<file path="config.mk">
export PLATFORM = sky130hd
export DESIGN_NAME = smart_card_purse_command_handler_top_flat
export DESIGN_NICKNAME = d
export VERILOG_FILES = /design/src/scpch_pkg.sv /design/src/scpch_if.sv /design/src/scpch_alu.sv /design/src/scpch_perso_mem.sv /design/src/smart_card_purse_command_handler_top.sv /design/src/flat_wrapper.sv
export SDC_FILE = /design/constraint.sdc
export NUM_CORES = 1
export LEC_CHECK = 0
export BUFFER_PORTS_ARGS = -buffer_cell sky130_fd_sc_hd__buf_2
export CORE_UTILIZATION = 35
export DETAILED_ROUTE_END_ITERATION = 16
export PLACE_DENSITY = 0.49
export SYNTH_ARGS = -nofsm -noshare
export SYNTH_HDL_FRONTEND = slang
export SYNTH_SLANG_ARGS = --single-unit
</file>
<file path="constraint.sdc">
create_clock -name clock -period 4.7 [get_ports clock]
set_clock_uncertainty 0.05 [all_clocks]
set_input_delay 0.94 -clock clock [delete_from_list [all_inputs] [get_ports clock]]
set_output_delay 0.94 -clock clock [all_outputs]
set_load 0.02 [all_outputs]
</file>
<file path="src/scpch_pkg.sv">
// ----------------------------------------------------------------------------
// Purse command handler package
// Shared types, protocol constants and constant tables for the T=0 purse
// command handler.
// ----------------------------------------------------------------------------
package scpch_pkg;

   // Default number of personalization bytes the card stores.
   localparam int PERSO_BYTES_DEF = 32;

   // Class byte accepted after reset.
   localparam logic [7:0] CLASS_RESET = 8'h81;

   // Status word bytes.
   localparam logic [7:0] SW1_OK        = 8'h90;
   localparam logic [7:0] SW1_WRONG_LEN = 8'h6C;
   localparam logic [7:0] SW1_REFUSED   = 8'h61;
   localparam logic [7:0] SW1_BAD_INS   = 8'h6D;
   localparam logic [7:0] SW1_BAD_CLA   = 8'h6E;
   localparam logic [7:0] SW2_NONE      = 8'h00;

   // Instruction codes.
   localparam logic [7:0] INS_VERSION      = 8'd0;
   localparam logic [7:0] INS_WRITE_PERSO  = 8'd1;
   localparam logic [7:0] INS_READ_PERSO   = 8'd2;
   localparam logic [7:0] INS_READ_BALANCE = 8'd3;
   localparam logic [7:0] INS_CREDIT       = 8'd4;
   localparam logic [7:0] INS_DEBIT        = 8'd5;

   // Fixed lengths.
   localparam logic [7:0] VERSION_LEN = 8'd4;
   localparam logic [7:0] BALANCE_LEN = 8'd2;
   localparam logic [7:0] AMOUNT_LEN  = 8'd2;
   localparam logic [5:0] ATR_LAST    = 6'd12;
   localparam logic [2:0] HDR_LAST    = 3'd4;

   // Command phase of the card.
   typedef enum logic [1:0] {
      PH_HEADER = 2'd0,
      PH_PERSO  = 2'd1,
      PH_AMOUNT = 2'd2
   } phase_type;

   // Sequencer states.
   typedef enum logic [3:0] {
      ST_IDLE,
      ST_DISP,
      ST_CHK,
      ST_PCHK,
      ST_ACHK,
      ST_ATR,
      ST_PROC,
      ST_FETCH,
      ST_DATA,
      ST_SW1,
      ST_SW2
   } state_type;

   // Source of the data bytes of a response.
   typedef enum logic [1:0] {
      SRC_NONE,
      SRC_VERSION,
      SRC_PERSO,
      SRC_BALANCE
   } data_src_type;

   // Operation of the shared arithmetic unit.
   typedef enum logic {
      ALU_ADD,
      ALU_SUB
   } alu_op_type;

   // Request to the shared arithmetic unit.
   typedef struct packed {
      alu_op_type  op;
      logic [15:0] a;
      logic [15:0] b;
   } alu_req_type;

   // Answer to reset: TS, T0, interface bytes, then the card name.
   function automatic logic [7:0] atr_byte(input logic [3:0] idx);
      logic [7:0] val;
      unique case (idx)
         4'd0:    val = 8'h3B;
         4'd1:    val = 8'hF7;
         4'd2:    val = 8'h01;
         4'd3:    val = 8'h05;
         4'd4:    val = 8'h05;
         4'd5:    val = 8'h00;
         4'd6:    val = 8'h00;
         4'd7:    val = 8'h62;
         4'd8:    val = 8'h6F;
         4'd9:    val = 8'h75;
         4'd10:   val = 8'h72;
         4'd11:   val = 8'h73;
         4'd12:   val = 8'h65;
         default: val = 8'h00;
      endcase
      return val;
   endfunction

   // Version string "1.00".
   function automatic logic [7:0] version_byte(input logic [1:0] idx);
      logic [7:0] val;
      unique case (idx)
         2'd0:    val = 8'h31;
         2'd1:    val = 8'h2E;
         default: val = 8'h30;
      endcase
      return val;
   endfunction

endpackage

</file>
<file path="src/scpch_if.sv">
// ----------------------------------------------------------------------------
// Purse command handler channels
// Valid/ready channels for received events and for transmitted bytes.
// ----------------------------------------------------------------------------

// Received event: a byte from the reader or a card reset.
interface scpch_req_if;
   logic       valid;
   logic       ready;
   logic       action;
   logic [7:0] rx_byte;

   modport source (output valid, output action, output rx_byte, input ready);
   modport sink   (input valid, input action, input rx_byte, output ready);
endinterface

// Transmitted byte with an end-of-run flag.
interface scpch_rsp_if;
   logic       valid;
   logic       ready;
   logic [7:0] tx_byte;
   logic       last_of_run;

   modport source (output valid, output tx_byte, output last_of_run, input ready);
   modport sink   (input valid, input tx_byte, input last_of_run, output ready);
endinterface

</file>
<file path="src/scpch_alu.sv">
// ----------------------------------------------------------------------------
// Purse command handler arithmetic unit
// Shared 16-bit add/subtract unit with a registered 17-bit result. Bit 16
// is the carry of an add or the borrow of a subtract.
// ----------------------------------------------------------------------------
module scpch_alu (
   input  logic                  clock,
   input  scpch_pkg::alu_req_type alu_req,
   output logic [16:0]           alu_res
);

   logic [16:0] res_ff;
   logic [16:0] res_in;

   // Add or subtract with one extra bit for carry or borrow.
   always_comb begin
      unique case (alu_req.op)
         scpch_pkg::ALU_ADD: res_in = {1'b0, alu_req.a} + {1'b0, alu_req.b};
         default:            res_in = {1'b0, alu_req.a} - {1'b0, alu_req.b};
      endcase
   end

   // Result register.
   always_ff @(posedge clock) begin
      res_ff <= res_in;
   end

   assign alu_res = res_ff;

endmodule

</file>
<file path="src/scpch_perso_mem.sv">
// ----------------------------------------------------------------------------
// Purse command handler personalization memory
// Two banks of personalization bytes, one write port and one registered
// read port. One bank holds the committed data, the other one collects.
// ----------------------------------------------------------------------------
module scpch_perso_mem #(
   parameter int ADDR_W = 6
) (
   input  logic              clock,
   input  logic              wr_en,
   input  logic [ADDR_W-1:0] wr_addr,
   input  logic [7:0]        wr_data,
   input  logic              rd_en,
   input  logic [ADDR_W-1:0] rd_addr,
   output logic [7:0]        rd_data
);

   localparam int DEPTH = 2 ** ADDR_W;

   logic [7:0] mem [DEPTH];
   logic [7:0] rd_data_ff;

   // Write port.
   always_ff @(posedge clock) begin
      if (wr_en) begin
         mem[wr_addr] <= wr_data;
      end
   end

   // Registered read port.
   always_ff @(posedge clock) begin
      if (rd_en) begin
         rd_data_ff <= mem[rd_addr];
      end
   end

   assign rd_data = rd_data_ff;

endmodule

</file>
<file path="src/smart_card_purse_command_handler_top.sv">
// ----------------------------------------------------------------------------
// Smart card purse command handler
// Card side of a T=0 exchange for an electronic purse.
// ----------------------------------------------------------------------------
// Usage:
// The req_chan channel carries one event per transaction: a byte received
// from the reader (action low) or a card reset (action high). The rsp_chan
// channel carries the bytes to send, with last_of_run set on the final byte
// that an event produces. The class byte register is written through
// csr_wr_en/csr_wr_data; the user writes it only while the block is idle,
// as the block does not enforce this. A small sequencer drives a shared
// 16-bit add/subtract unit for length checks and balance updates, and walks
// the response byte by byte; each personalization byte read back takes a
// memory read, then a send. A completed header passes the class/instruction
// check and the length check before any byte is sent; credit and debit pass
// an arithmetic check before the status word. A card reset sends the ATR.
// req_chan.ready is high only while the sequencer waits for an event.
// A stall on rsp_chan holds the output register and pauses the sending states.
// Synchronous reset restores the class byte, clears the balance and the
// personalization length and restarts header collection; no clearing pass.
// ----------------------------------------------------------------------------
module smart_card_purse_command_handler_top #(
   parameter int PERSO_BYTES = scpch_pkg::PERSO_BYTES_DEF
) (
   input  logic              clock,
   input  logic              reset,
   scpch_req_if.sink         req_chan,
   scpch_rsp_if.source       rsp_chan,
   input  logic              csr_wr_en,
   input  logic [7:0]        csr_wr_data
);

   localparam int AW     = (PERSO_BYTES > 1) ? $clog2(PERSO_BYTES) : 1;
   localparam int MEM_AW = AW + 1;

   // Sequencer and command state.
   scpch_pkg::state_type    state_ff, state_in;
   scpch_pkg::phase_type    phase_ff, phase_in;
   logic [5:0]              bc_ff, bc_in;
   logic [7:0]              hdr_ff [5];
   logic [7:0]              hdr_in [5];
   logic [7:0]              amount_low_ff, amount_low_in;
   logic [15:0]             balance_ff, balance_in;
   logic [5:0]              perso_len_ff, perso_len_in;
   logic                    bank_ff, bank_in;
   logic [7:0]              class_ff, class_in;

   // Response description.
   logic [5:0]              emit_idx_ff, emit_idx_in;
   logic [5:0]              data_cnt_ff, data_cnt_in;
   scpch_pkg::data_src_type data_src_ff, data_src_in;
   logic                    has_sw_ff, has_sw_in;
   logic [7:0]              sw1_ff, sw1_in;
   logic [7:0]              sw2_ff, sw2_in;

   // Output register.
   logic                    rsp_valid_ff, rsp_valid_in;
   logic [7:0]              rsp_byte_ff, rsp_byte_in;
   logic                    rsp_last_ff, rsp_last_in;

   // Shared unit and memory connections.
   scpch_pkg::alu_req_type  alu_req;
   logic [16:0]             alu_res;
   logic                    mem_wr_en;
   logic [MEM_AW-1:0]       mem_wr_addr;
   logic                    mem_rd_en;
   logic [MEM_AW-1:0]       mem_rd_addr;
   logic [7:0]              mem_rd_data;

   // Decoded conditions.
   logic                    req_fire;
   logic                    out_free;
   logic [2:0]              hdr_pos;
   logic [7:0]              ins;
   logic [7:0]              p3;
   logic                    cls_ok;
   logic                    ins_known;
   logic [5:0]              bc_inc;
   logic [5:0]              emit_inc;
   logic                    alu_ge;
   logic                    alu_eq;
   logic                    len_fail;
   logic                    perso_done;
   logic                    data_last;
   logic [7:0]              data_byte;

   assign req_fire   = req_chan.valid && req_chan.ready;
   assign out_free   = !rsp_valid_ff || rsp_chan.ready;
   assign hdr_pos    = (bc_ff >= 6'd5) ? 3'd0 : bc_ff[2:0];
   assign ins        = hdr_ff[1];
   assign p3         = hdr_ff[4];
   assign cls_ok     = (hdr_ff[0] == class_ff);
   assign ins_known  = (ins <= scpch_pkg::INS_DEBIT);
   assign bc_inc     = bc_ff + 6'd1;
   assign emit_inc   = emit_idx_ff + 6'd1;
   assign alu_ge     = !alu_res[16];
   assign alu_eq     = alu_ge && (alu_res[15:0] == 16'd0);
   assign len_fail   = (ins == scpch_pkg::INS_WRITE_PERSO) ? !alu_ge : !alu_eq;
   assign perso_done = alu_ge || (bc_ff == 6'd0);
   assign data_last  = (emit_inc == data_cnt_ff);

   assign req_chan.ready = (state_ff == scpch_pkg::ST_IDLE);

   // Data byte of the response being sent.
   always_comb begin
      unique case (data_src_ff)
         scpch_pkg::SRC_VERSION: data_byte = scpch_pkg::version_byte(emit_idx_ff[1:0]);
         scpch_pkg::SRC_PERSO:   data_byte = mem_rd_data;
         scpch_pkg::SRC_BALANCE: data_byte = emit_idx_ff[0] ? balance_ff[15:8]
                                                            : balance_ff[7:0];
         default:                data_byte = 8'h00;
      endcase
   end

   // Operands of the shared unit: length checks and balance updates.
   always_comb begin
      alu_req.op = scpch_pkg::ALU_SUB;
      alu_req.a  = 16'd0;
      alu_req.b  = 16'd0;
      priority if (state_ff == scpch_pkg::ST_IDLE && phase_ff == scpch_pkg::PH_PERSO) begin
         alu_req.a = {10'd0, bc_inc};
         alu_req.b = {8'd0, p3};
      end else if (state_ff == scpch_pkg::ST_IDLE && phase_ff == scpch_pkg::PH_AMOUNT) begin
         alu_req.op = (ins == scpch_pkg::INS_CREDIT) ? scpch_pkg::ALU_ADD
                                                     : scpch_pkg::ALU_SUB;
         alu_req.a  = balance_ff;
         alu_req.b  = {req_chan.rx_byte, amount_low_ff};
      end else if (state_ff == scpch_pkg::ST_DISP) begin
         priority if (ins == scpch_pkg::INS_VERSION) begin
            alu_req.a = {8'd0, p3};
            alu_req.b = {8'd0, scpch_pkg::VERSION_LEN};
         end else if (ins == scpch_pkg::INS_WRITE_PERSO) begin
            alu_req.a = 16'(PERSO_BYTES);
            alu_req.b = {8'd0, p3};
         end else if (ins == scpch_pkg::INS_READ_PERSO) begin
            alu_req.a = {8'd0, p3};
            alu_req.b = {10'd0, perso_len_ff};
         end else begin
            alu_req.a = {8'd0, p3};
            alu_req.b = {8'd0, scpch_pkg::AMOUNT_LEN};
         end
      end else begin
         alu_req.a = 16'd0;
      end
   end

   // Next state.
   always_comb begin
      state_in = state_ff;
      unique case (state_ff)
         scpch_pkg::ST_IDLE: begin
            if (req_fire) begin
               if (req_chan.action) begin
                  state_in = scpch_pkg::ST_ATR;
               end else begin
                  unique case (phase_ff)
                     scpch_pkg::PH_PERSO:  state_in = scpch_pkg::ST_PCHK;
                     scpch_pkg::PH_AMOUNT: state_in = (bc_ff == 6'd0) ? scpch_pkg::ST_IDLE
                                                                      : scpch_pkg::ST_ACHK;
                     default:              state_in = (hdr_pos == scpch_pkg::HDR_LAST)
                                                      ? scpch_pkg::ST_DISP
                                                      : scpch_pkg::ST_IDLE;
                  endcase
               end
            end
         end
         scpch_pkg::ST_DISP: begin
            state_in = (!cls_ok || !ins_known) ? scpch_pkg::ST_SW1 : scpch_pkg::ST_CHK;
         end
         scpch_pkg::ST_CHK: begin
            state_in = len_fail ? scpch_pkg::ST_SW1 : scpch_pkg::ST_PROC;
         end
         scpch_pkg::ST_PCHK: begin
            state_in = perso_done ? scpch_pkg::ST_SW1 : scpch_pkg::ST_IDLE;
         end
         scpch_pkg::ST_ACHK: begin
            state_in = scpch_pkg::ST_SW1;
         end
         scpch_pkg::ST_ATR: begin
            if (out_free && emit_idx_ff == scpch_pkg::ATR_LAST) begin
               state_in = scpch_pkg::ST_IDLE;
            end
         end
         scpch_pkg::ST_PROC: begin
            if (out_free) begin
               priority if (data_cnt_ff != 6'd0) begin
                  state_in = (data_src_ff == scpch_pkg::SRC_PERSO) ? scpch_pkg::ST_FETCH
                                                                   : scpch_pkg::ST_DATA;
               end else if (has_sw_ff) begin
                  state_in = scpch_pkg::ST_SW1;
               end else begin
                  state_in = scpch_pkg::ST_IDLE;
               end
            end
         end
         scpch_pkg::ST_FETCH: begin
            state_in = scpch_pkg::ST_DATA;
         end
         scpch_pkg::ST_DATA: begin
            if (out_free) begin
               priority if (data_last) begin
                  state_in = has_sw_ff ? scpch_pkg::ST_SW1 : scpch_pkg::ST_IDLE;
               end else if (data_src_ff == scpch_pkg::SRC_PERSO) begin
                  state_in = scpch_pkg::ST_FETCH;
               end else begin
                  state_in = scpch_pkg::ST_DATA;
               end
            end
         end
         scpch_pkg::ST_SW1: begin
            if (out_free) begin
               state_in = scpch_pkg::ST_SW2;
            end
         end
         scpch_pkg::ST_SW2: begin
            if (out_free) begin
               state_in = scpch_pkg::ST_IDLE;
            end
         end
         default: state_in = scpch_pkg::ST_IDLE;
      endcase
   end

   // Datapath and output register updates.
   always_comb begin
      phase_in      = phase_ff;
      bc_in         = bc_ff;
      hdr_in        = hdr_ff;
      amount_low_in = amount_low_ff;
      balance_in    = balance_ff;
      perso_len_in  = perso_len_ff;
      bank_in       = bank_ff;
      class_in      = csr_wr_en ? csr_wr_data : class_ff;
      emit_idx_in   = emit_idx_ff;
      data_cnt_in   = data_cnt_ff;
      data_src_in   = data_src_ff;
      has_sw_in     = has_sw_ff;
      sw1_in        = sw1_ff;
      sw2_in        = sw2_ff;
      rsp_valid_in  = rsp_valid_ff && !rsp_chan.ready;
      rsp_byte_in   = rsp_byte_ff;
      rsp_last_in   = rsp_last_ff;
      mem_wr_en     = 1'b0;
      mem_wr_addr   = {!bank_ff, bc_ff[AW-1:0]};
      mem_rd_en     = 1'b0;
      mem_rd_addr   = {bank_ff, emit_idx_ff[AW-1:0]};

      unique case (state_ff)
         scpch_pkg::ST_IDLE: begin
            if (req_fire) begin
               if (req_chan.action) begin
                  // Card reset: drop any open command and send the ATR.
                  phase_in    = scpch_pkg::PH_HEADER;
                  bc_in       = 6'd0;
                  emit_idx_in = 6'd0;
               end else begin
                  unique case (phase_ff)
                     scpch_pkg::PH_PERSO: begin
                        // Collect into the bank that is not committed.
                        mem_wr_en = (bc_ff < 6'(PERSO_BYTES));
                        bc_in     = bc_inc;
                     end
                     scpch_pkg::PH_AMOUNT: begin
                        if (bc_ff == 6'd0) begin
                           amount_low_in = req_chan.rx_byte;
                           bc_in         = 6'd1;
                        end
                     end
                     default: begin
                        phase_in         = scpch_pkg::PH_HEADER;
                        hdr_in[hdr_pos]  = req_chan.rx_byte;
                        bc_in            = (hdr_pos == scpch_pkg::HDR_LAST)
                                           ? 6'd0 : {3'd0, hdr_pos} + 6'd1;
                     end
                  endcase
               end
            end
         end
         scpch_pkg::ST_DISP: begin
            // Class and instruction check.
            sw2_in = scpch_pkg::SW2_NONE;
            sw1_in = cls_ok ? scpch_pkg::SW1_BAD_INS : scpch_pkg::SW1_BAD_CLA;
         end
         scpch_pkg::ST_CHK: begin
            // Length check result selects the response.
            emit_idx_in = 6'd0;
            data_cnt_in = 6'd0;
            data_src_in = scpch_pkg::SRC_NONE;
            has_sw_in   = 1'b1;
            sw1_in      = scpch_pkg::SW1_OK;
            sw2_in      = scpch_pkg::SW2_NONE;
            if (len_fail) begin
               sw1_in = scpch_pkg::SW1_WRONG_LEN;
               priority if (ins == scpch_pkg::INS_VERSION) begin
                  sw2_in = scpch_pkg::VERSION_LEN;
               end else if (ins == scpch_pkg::INS_WRITE_PERSO) begin
                  sw2_in = 8'(PERSO_BYTES);
               end else if (ins == scpch_pkg::INS_READ_PERSO) begin
                  sw2_in = {2'd0, perso_len_ff};
               end else begin
                  sw2_in = scpch_pkg::AMOUNT_LEN;
               end
            end else begin
               priority if (ins == scpch_pkg::INS_VERSION) begin
                  data_src_in = scpch_pkg::SRC_VERSION;
                  data_cnt_in = scpch_pkg::VERSION_LEN[5:0];
               end else if (ins == scpch_pkg::INS_WRITE_PERSO) begin
                  if (p3 == 8'd0) begin
                     // Empty write commits at once.
                     bank_in      = !bank_ff;
                     perso_len_in = 6'd0;
                  end else begin
                     phase_in  = scpch_pkg::PH_PERSO;
                     bc_in     = 6'd0;
                     has_sw_in = 1'b0;
                  end
               end else if (ins == scpch_pkg::INS_READ_PERSO) begin
                  data_src_in = scpch_pkg::SRC_PERSO;
                  data_cnt_in = perso_len_ff;
               end else if (ins == scpch_pkg::INS_READ_BALANCE) begin
                  data_src_in = scpch_pkg::SRC_BALANCE;
                  data_cnt_in = scpch_pkg::BALANCE_LEN[5:0];
               end else begin
                  phase_in  = scpch_pkg::PH_AMOUNT;
                  bc_in     = 6'd0;
                  has_sw_in = 1'b0;
               end
            end
         end
         scpch_pkg::ST_PCHK: begin
            // Last personalization byte: swap banks to commit.
            if (perso_done) begin
               bank_in      = !bank_ff;
               perso_len_in = p3[5:0];
               phase_in     = scpch_pkg::PH_HEADER;
               bc_in        = 6'd0;
               sw1_in       = scpch_pkg::SW1_OK;
               sw2_in       = scpch_pkg::SW2_NONE;
            end
         end
         scpch_pkg::ST_ACHK: begin
            // Carry on credit or borrow on debit refuses the update.
            if (!alu_res[16]) begin
               balance_in = alu_res[15:0];
            end
            sw1_in   = alu_res[16] ? scpch_pkg::SW1_REFUSED : scpch_pkg::SW1_OK;
            sw2_in   = scpch_pkg::SW2_NONE;
            phase_in = scpch_pkg::PH_HEADER;
            bc_in    = 6'd0;
         end
         scpch_pkg::ST_ATR: begin
            if (out_free) begin
               rsp_valid_in = 1'b1;
               rsp_byte_in  = scpch_pkg::atr_byte(emit_idx_ff[3:0]);
               rsp_last_in  = (emit_idx_ff == scpch_pkg::ATR_LAST);
               emit_idx_in  = emit_inc;
            end
         end
         scpch_pkg::ST_PROC: begin
            if (out_free) begin
               rsp_valid_in = 1'b1;
               rsp_byte_in  = ins;
               rsp_last_in  = (data_cnt_ff == 6'd0) && !has_sw_ff;
            end
         end
         scpch_pkg::ST_FETCH: begin
            mem_rd_en = 1'b1;
         end
         scpch_pkg::ST_DATA: begin
            if (out_free) begin
               rsp_valid_in = 1'b1;
               rsp_byte_in  = data_byte;
               rsp_last_in  = data_last && !has_sw_ff;
               emit_idx_in  = emit_inc;
            end
         end
         scpch_pkg::ST_SW1: begin
            if (out_free) begin
               rsp_valid_in = 1'b1;
               rsp_byte_in  = sw1_ff;
               rsp_last_in  = 1'b0;
            end
         end
         scpch_pkg::ST_SW2: begin
            if (out_free) begin
               rsp_valid_in = 1'b1;
               rsp_byte_in  = sw2_ff;
               rsp_last_in  = 1'b1;
            end
         end
         default: begin
            rsp_last_in = rsp_last_ff;
         end
      endcase
   end

   // Control registers.
   always_ff @(posedge clock) begin
      if (reset) begin
         state_ff     <= scpch_pkg::ST_IDLE;
         phase_ff     <= scpch_pkg::PH_HEADER;
         bc_ff        <= 6'd0;
         hdr_ff       <= '{default: 8'h00};
         amount_low_ff <= 8'h00;
         balance_ff   <= 16'd0;
         perso_len_ff <= 6'd0;
         bank_ff      <= 1'b0;
         class_ff     <= scpch_pkg::CLASS_RESET;
         rsp_valid_ff <= 1'b0;
      end else begin
         state_ff     <= state_in;
         phase_ff     <= phase_in;
         bc_ff        <= bc_in;
         hdr_ff       <= hdr_in;
         amount_low_ff <= amount_low_in;
         balance_ff   <= balance_in;
         perso_len_ff <= perso_len_in;
         bank_ff      <= bank_in;
         class_ff     <= class_in;
         rsp_valid_ff <= rsp_valid_in;
      end
   end

   // Payload registers.
   always_ff @(posedge clock) begin
      emit_idx_ff <= emit_idx_in;
      data_cnt_ff <= data_cnt_in;
      data_src_ff <= data_src_in;
      has_sw_ff   <= has_sw_in;
      sw1_ff      <= sw1_in;
      sw2_ff      <= sw2_in;
      rsp_byte_ff <= rsp_byte_in;
      rsp_last_ff <= rsp_last_in;
   end

   assign rsp_chan.valid       = rsp_valid_ff;
   assign rsp_chan.tx_byte     = rsp_byte_ff;
   assign rsp_chan.last_of_run = rsp_last_ff;

   // Shared arithmetic unit.
   scpch_alu u_alu (
      .clock   (clock),
      .alu_req (alu_req),
      .alu_res (alu_res)
   );

   // Personalization banks.
   scpch_perso_mem #(
      .ADDR_W (MEM_AW)
   ) u_perso_mem (
      .clock   (clock),
      .wr_en   (mem_wr_en),
      .wr_addr (mem_wr_addr),
      .wr_data (req_chan.rx_byte),
      .rd_en   (mem_rd_en),
      .rd_addr (mem_rd_addr),
      .rd_data (mem_rd_data)
   );

`ifndef SYNTHESIS
   // The balance only moves in the arithmetic check state.
   a_balance_update: assert property (@(posedge clock) disable iff (reset)
      (state_ff != scpch_pkg::ST_ACHK) |=> $stable(balance_ff))
      else $error("balance changed outside a credit or debit");

   // A bank swap only happens when a personalization write completes.
   a_bank_commit: assert property (@(posedge clock) disable iff (reset)
      !(state_ff == scpch_pkg::ST_CHK || state_ff == scpch_pkg::ST_PCHK)
      |=> ($stable(bank_ff) && $stable(perso_len_ff)))
      else $error("personalization committed outside a completed write");

   // While collecting personalization data, the count stays below p3.
   a_perso_count: assert property (@(posedge clock) disable iff (reset)
      (state_ff == scpch_pkg::ST_IDLE && phase_ff == scpch_pkg::PH_PERSO)
      |-> ({2'b00, bc_ff} < hdr_ff[4]))
      else $error("personalization count reached p3 without commit");

   // Header collection never points past the fifth byte.
   a_header_count: assert property (@(posedge clock) disable iff (reset)
      (state_ff == scpch_pkg::ST_IDLE && phase_ff == scpch_pkg::PH_HEADER)
      |-> (bc_ff < 6'd5))
      else $error("header byte count out of range");
`endif

endmodule
</file>
<file path="src/flat_wrapper.sv">
// flat-port wrapper written by rule: the top's interface ports become plain ports
module smart_card_purse_command_handler_top_flat 
#(
   parameter int PERSO_BYTES = scpch_pkg::PERSO_BYTES_DEF
)
  (clock, reset, csr_wr_en, csr_wr_data, req_chan_valid, req_chan_action, req_chan_rx_byte, req_chan_ready, rsp_chan_valid, rsp_chan_tx_byte, rsp_chan_last_of_run, rsp_chan_ready);
  scpch_req_if req_chan_i ();
  scpch_rsp_if rsp_chan_i ();
  input  logic clock;
  input  logic reset;
  input  logic csr_wr_en;
  input  logic [7:0] csr_wr_data;
  input wire logic [$bits(req_chan_i.valid)-1:0] req_chan_valid;
  input wire logic [$bits(req_chan_i.action)-1:0] req_chan_action;
  input wire logic [$bits(req_chan_i.rx_byte)-1:0] req_chan_rx_byte;
  output wire logic [$bits(req_chan_i.ready)-1:0] req_chan_ready;
  output wire logic [$bits(rsp_chan_i.valid)-1:0] rsp_chan_valid;
  output wire logic [$bits(rsp_chan_i.tx_byte)-1:0] rsp_chan_tx_byte;
  output wire logic [$bits(rsp_chan_i.last_of_run)-1:0] rsp_chan_last_of_run;
  input wire logic [$bits(rsp_chan_i.ready)-1:0] rsp_chan_ready;
  assign req_chan_i.valid = req_chan_valid;
  assign req_chan_i.action = req_chan_action;
  assign req_chan_i.rx_byte = req_chan_rx_byte;
  assign req_chan_ready = req_chan_i.ready;
  assign rsp_chan_valid = rsp_chan_i.valid;
  assign rsp_chan_tx_byte = rsp_chan_i.tx_byte;
  assign rsp_chan_last_of_run = rsp_chan_i.last_of_run;
  assign rsp_chan_i.ready = rsp_chan_ready;
  smart_card_purse_command_handler_top #(.PERSO_BYTES(PERSO_BYTES)) u_core (.clock(clock), .reset(reset), .req_chan(req_chan_i), .rsp_chan(rsp_chan_i), .csr_wr_en(csr_wr_en), .csr_wr_data(csr_wr_data));
endmodule
</file>
-- Word-level counts from Yosys, hierarchy flattened
Memories as Yosys holds them, arrays and structs flattened. A register that Yosys moved wholly into a read port is not among the register bits.
Cells that the tools add are included.
W data, S select, Z words.
- bits in registers: 149
- input port bits: 22
- memory bits (writable): 512
- memories: 2
- word-level logic and storage cells: 257
- output and inout port bits: 11
- latch bits: 0
- bits in read-only memories: 128
- memory list (memory ; depth ; width ; read ports ; clocked after Yosys merged registers in ; write ports ; line ; text):
    u_core.u_perso_mem.mem ; 64 ; 8 ; 1 ; 1 ; 1 ; scpch_perso_mem.sv:20 ; logic [7:0] mem [DEPTH];
    (name not given) ; 16 ; 8 ; 1 ; 1 ; 0 ; scpch_pkg.sv:83 ; unique case (idx)
- magnitude comparators: 5
- divide/modulo/power cells: 0
- bitwise operators: 4
- muxes and demuxes: 122
- equal/unequal tests: 43
- reduce and logical (&&, ||, !) cells: 51
- multiply operators: 0
- shift-type cells: 0
- $add $sub $neg: 5
- operators with widths (kind ; number):
    $mux W6 ; 22
    $mux W8 ; 14
    $mux W32 ; 2
    $mux W4 ; 15
    $mux W24 ; 2
    $pmux W8 S3 ; 2
    $pmux W4 S11 ; 1
    $bwmux W40 ; 1
    $pmux W8 S5 ; 1
    $mux W16 ; 2
    $pmux W8 S4 ; 1
    $mux W1 ; 30
    $mux W2 ; 14
    $demux W8 S3 ; 1
    $pmux W6 S2 ; 2
    $pmux W6 S4 ; 1
    $ne A2 B1 Y1 const B ; 10
    $pmux W6 S3 ; 1
    $reduce_and A6 Y1 ; 3
    $reduce_and A9 Y1 ; 2
    $add A16 B16 Y17 ; 1
    $mux W17 ; 1
    $sub A16 B16 Y17 ; 1
    $eq A4 B3 Y1 const B ; 4
    50 further kinds ; 96

-- Logic depth before layout (Yosys ltp)
- depth after elaboration: 9
- depth in mapped cells: 21
- depth with buffers taken out: 19

-- Hierarchy
From an unflattened synthesis, not the netlist that was laid out.
- cells, all modules: 1910
- area total of the unflattened synthesis: 28354.7 µm²
- by module, submodules not included (module ; sequential area each (µm²) ; cells an instance ; area each (µm²) ; instances):
    scpch_perso_mem ; 15615.0 ; 972 ; 20270.7 ; 1
    smart_card_purse_command_handler_top ; 2732.6 ; 761 ; 6565.0 ; 1
    scpch_alu ; 340.3 ; 177 ; 1519.0 ; 1

-- Worst setup path before layout
Ideal clock, no wire load.
- kind: register to register
- start: register u_core.state_ff[0]
- end: register u_core.u_alu.res_ff[15] (netlist: u_core.u_alu.alu_res[15])
- data required time: 4.578 ns
- period minus slack after synthesis: 4.057 ns
- setup time: 0.072 ns
- setup slack: 0.643 ns
- arrival: 3.935 ns
- cell stages (with the launch flop): 17
- path buffers: 1
- path through: dfxtp_1 or4_4 clkinv_2 nand2_2 buf_2 a32oi_1 ha_1 o21ai_0 ha_1 nor2b_1 o211ai_1 a31oi_1 o41ai_1 nor3_1 a2111o_1 a21oi_1 xnor2_1
- word-level cells in the longest chain between the ends: 6
- elaborated cells between the ends (all ways): 13
- classes of those cells: add/sub (2); eq/ne (1); mux (7); reduce/logical (3)
- ends and longest elaborated chain (item ; line ; text):
    from (decl) ; smart_card_purse_command_handler_top.sv:37 ; scpch_pkg::state_type state_ff, state_in;
    from (signal assigned) ; smart_card_purse_command_handler_top.sv:400 ; state_ff <= scpch_pkg::ST_IDLE;
    from (signal assigned) ; smart_card_purse_command_handler_top.sv:411 ; state_ff <= state_in;
    $logic_not A4 Y1 * ; -- ;
    via req_chan_ready ; flat_wrapper.sv:16 ; output wire logic [$bits(req_chan_i.ready)-1:0] req_chan_ready;
    $logic_and A1 B1 Y1 ; smart_card_purse_command_handler_top.sv:123 ; end else if (state_ff == scpch_pkg::ST_IDLE && phase_ff == scpch_pkg::PH_AMOUNT) begin
    $mux W32 ; smart_card_purse_command_handler_top.sv:123 ;
    $mux W32 ; smart_card_purse_command_handler_top.sv:120 ; priority if (state_ff == scpch_pkg::ST_IDLE && phase_ff == scpch_pkg::PH_PERSO) begin
    $add A16 B16 Y17 / $sub A16 B16 Y17 (equally long branches) ; scpch_alu.sv:18, scpch_alu.sv:19 ;
    $mux W17 * ; scpch_alu.sv:17 ; unique case (alu_req.op)
    via u_core.u_alu.res_in[15] ; scpch_alu.sv:13 ; logic [16:0] res_in;
    to (signal assigned) ; scpch_alu.sv:25 ; res_ff <= res_in;
    to (decl) ; scpch_alu.sv:12 ; logic [16:0] res_ff;
The timed path passes the listed nets; every way through them passes the cells marked *.
A chain may end at the register's enable or synchronous reset.

-- Worst setup path in the final report
- start: register u_core.state_ff[3]
- end: register u_core.u_alu.res_ff[15] (netlist: u_core.u_alu.alu_res[15])
- word-level cells in the longest chain between the ends: 6
- elaborated cells between the ends (all ways): 13
- classes of those cells: add/sub (2); eq/ne (1); mux (7); reduce/logical (3)
- ends and longest elaborated chain (item ; line):
    $eq A4 B1 Y1 / $logic_not A4 Y1 (equally long branches) ; smart_card_purse_command_handler_top.sv:128, smart_card_purse_command_handler_top.sv:120, smart_card_purse_command_handler_top.sv:123
    $mux W16 / $logic_and A1 B1 Y1 (equally long branches) ; smart_card_purse_command_handler_top.sv:128, smart_card_purse_command_handler_top.sv:123
    $mux W32 ; smart_card_purse_command_handler_top.sv:123
    $mux W32 ; smart_card_purse_command_handler_top.sv:120
    $add A16 B16 Y17 / $sub A16 B16 Y17 (equally long branches) ; scpch_alu.sv:18, scpch_alu.sv:19
    $mux W17 * ; scpch_alu.sv:17
    via u_core.u_alu.res_in[15] ; scpch_alu.sv:13
Marked as above.

==> impl_results.md <==
- CTS tree: done
- Pwr dens: 554 nW/um^2
- Nets: 1893
- Die height: 284 um
- Relative slew margins: 0.249
- Post-place instance area: 29700 um^2
- Post-Synthesis Cells: 1745
- DRT Wirelength: 74.2 mm
- Unrepaired setup endpoints after global routing: false
- Setup TNS: 0 ns
- Hold endpoint: u_core.balance_ff[5]
- Max clock buf depth: 3
- Vias: 15700
- Antenna Nets Post-Route: 0
- Vias in the first global route: 15700
- Largest net degree at the start of global routing: 133
- Seq/Total Area, Yosys: 0.669
- R2r setup slk: 0.28 ns
- Cell variety after synth: 89
- Max Slew Vio Count: 0
- WHS Path Cells: 2
- Cell chain of the critical path: or4_4 -> clkinv_2 -> nand2_2 -> a21boi_1 -> a2111oi_4 -> and3_1 -> buf_4 -> a31oi_1 -> xor2_1 -> ha_1 -> or3_1 -> o41ai_1 -> nor3_1 -> a2111o_1 -> a21oi_1 -> xnor2_1
- DRC viols: 0
- Std cell rows: 103
- Synth Flop Type: edfxtp_1
- Worst setup margin: 0.275 ns
- Starting density of the core: 0.353
- DR iter-0 viols: 1324
- Via-to-Cell Ratio: 5.33
- Startpoint Class: flop
- Hold Vio Cnt, Final: 0
- Peak Freq: 226 MHz
- Reg2reg end: u_core.u_alu.alu_res[15]
- Reg2Reg Depth: 16
- All-layer global routing usage: 0.184
- Worst slack, placed: 0.229 ns
- Crit path buf inv count: 2
- Initial antenna violation count: 4
- CP peak stage delay: 0.59 ns
- Clock root buffer master: clkbuf_16
- Type of the worst min-delay path: reg2reg
- Arr. time, crit path: 4.93 ns
- I/O Pins: 33
- Skew-Pair Late Insertion Delay: 0.63 ns
- Routability Congestion: 0.893
- Period utilization: 0.941
- FF+latch count, synth: 656
- Min-delay src: u_core.u_alu.alu_res[5]
- Power Total: 0.0178 W
- Critical path type: reg2reg
- Filler cells: 7169
- Horiz. Die Dim: 284 um
- LEAKAGE: 10.6 nW
- Status: completed
- Post-Layout Inst Area: 32100 um^2
- Post-Syn Area: 27900 um^2
- # setup viols final: 0
- WP data required: 5.21 ns
- CP Max Fanout: 15
- Dominant cell type by area after synthesis: edfxtp_1
- Share of layout cells above drive strength 1: 0.220
- Worst-Margin Slew: 1.12 ns
- Synthesized area per cell: 16.0 um^2
- EDFF count, synth: 555
- CP top delay family: compound AO/OA/AOI/OAI gates
- Antenna Cells: 0
- Area growth from synthesis to layout: 14.8%
- CP Capture Type: flop
- Largest cells by area after synthesis: edfxtp_1 60%, mux4_2 14%, dfxtp_1 7.2%
- Core region area: 79000 um^2
- Top-area cell type share of the netlist area: 0.597
- Post-synth net total: 1798
- I/O Buffers: 32
- Routed wire length per instance: 25.2 um
- Max-cap viol count: 0
- Final Critical Period: 4.42 ns
- CP Launch Point: u_core.state_ff[3]
- Dpl hpwl: 48.9 mm
- Setup Buffers After CTS: 0
- Die Area: 80900 um^2
- Ys Warns: 0
- Htree depth: 3
- Reg2reg start: u_core.state_ff[3]
- Worst-path clk slew: 0.07 ns
- Pre-antenna DRT Iters: 5
- Overflow after GRT: 0
- TritonCTS Sinks: 656
- Slowest CP cell: or4_4
- First-pass GRT wire length: 108 mm
- Total CTS buffers: 72
- Worst vdd ir: 0.451 mV
- Share of async-settable or async-resettable flops after synthesis: 0
-- where the power goes --
group / switching, W / internal [W]
clock network: 0.00231 / 0.00334
registers: 0.000213 / 0.00667
logic: 0.00295 / 0.00228
total: 0.00547 / 0.0123
-- metal layers --
layer,track usage,vias to the layer above,share of wire
met5,0,-,0
met4,0.0483,0,0.018
met3,0.0327,77,0.053
met2,0.297,416,0.48
met1,0.255,8213,0.45
li1,-,7005,-
-- sequential cells by signal, summed over array words and instances (netlist names), 8 cells and up, named ones only --
name                        flops
u_core.u_perso_mem.mem        512
u_core.u_alu.alu_res           17
u_core.balance_ff              16
u_core.amount_low_ff            8
u_core.class_ff                 8
u_core.hdr_ff                   8
u_core.ins                      8
u_core.p3                       8
u_core.rsp_chan.tx_byte         8
u_core.u_perso_mem.rd_data      8
-- worst min-delay path, delay by kind of cell (launching register included) --
kind / cells / cell delay, ns
AO/OA/AOI/OAI: 1 / 0.05
flip-flops: 1 / 0.31
AND/OR/NAND/NOR: 1 / 0.06
-- placed cells by master, fill, tap and decap left out, drive strengths merged, types with 9 or more instances in the layout --
master,netlist,routed
edfxtp,555,555
nor2,191,191
mux4,168,168
buf,36,118
nand2,104,104
dfxtp,101,101
clkbuf,61,100
a21oi,74,74
mux2i,55,55
o21ai,35,35
xor2,30,30
ha,30,30
inv,27,28
nor3,25,25
nand3,23,23
clkinv,1,22
xnor2,20,20
and2,17,17
a22oi,13,13
nand2b,12,12
nor4,12,12
and3,11,11
a31oi,10,10
nor2b,9,9
a21o,9,9
-- timing repair --
item | 4_1_cts | 5_1_grt
resized for setup | 0 | 2
endpoints found under the setup margin | 0 | 2
hold buffers | 0 | 0
-- cell usage after synthesis (3+ instances only) --
library cell	count
a211oi_1	4
a21o_1	9
a21oi_1	72
a221o_1	4
a221oi_1	7
a22o_1	6
a22oi_1	13
a311oi_1	3
a31oi_1	10
and2_1	17
and3_1	11
buf_1	17
buf_2	17
clkbuf_1	61
dfxtp_1	101
edfxtp_1	555
ha_1	30
inv_1	27
mux2i_1	54
mux4_2	168
nand2_1	103
nand2b_1	12
nand3_1	21
nand3b_1	8
nand4_1	5
nor2_1	190
nor2b_1	9
nor3_1	22
nor3_2	3
nor4_1	10
o2111ai_1	4
o21a_1	5
o21ai_0	33
o21bai_1	4
or2_2	5
or3_1	5
or4_1	4
xnor2_1	20
xor2_1	30
-- layout make-up --
| cell class | instances | area, um^2 | area share |
|---|---|---|---|
| sequential | 656 | 18700 | 0.583 |
| multi-input combinational | 964 | 8740 | 0.273 |
| clock buffer | 100 | 2010 | 0.0627 |
| tap | 1050 | 1310 | 0.0410 |
| timing repair buffer | 118 | 856 | 0.0267 |
| clock inverter | 29 | 355 | 0.0111 |
| inverter | 28 | 106 | 0.00332 |
-- per-stage QoR --
step	cells	utilization	hold WS (ns)
after floorplan	1745	-	0.382
after global placement	2816	0.376	0.398
after detailed placement	2816	0.376	0.401
after CTS	2945	0.406	0.415
after global routing	2945	0.406	0.428
final	2945	0.406	0.411
-- cells by family after synthesis --
family                     share of synthesized area
DFF                                            0.669
and+or+nand+nor                               0.0754
muxes                                          0.156
AOI/OAI and AO/OA                             0.0506
buffers and inverters                         0.0180
xor gates and xnor gates                      0.0165
adders and majority gates                     0.0142
-- worst max path at each step --
stage,endpoint,slack (ns),cells after the start
final,u_core.u_alu.alu_res[15],0.28,16
after detailed placement,u_core.u_alu.alu_res[15],0.23,15
after floorplan,u_core.u_alu.alu_res[15],0.64,16
after CTS,u_core.u_alu.alu_res[15],0.21,15
after global placement,u_core.u_alu.alu_res[15],0.31,15
after global routing,u_core.u_alu.alu_res[15],0.05,16
(Power assumes the default switching activity.)
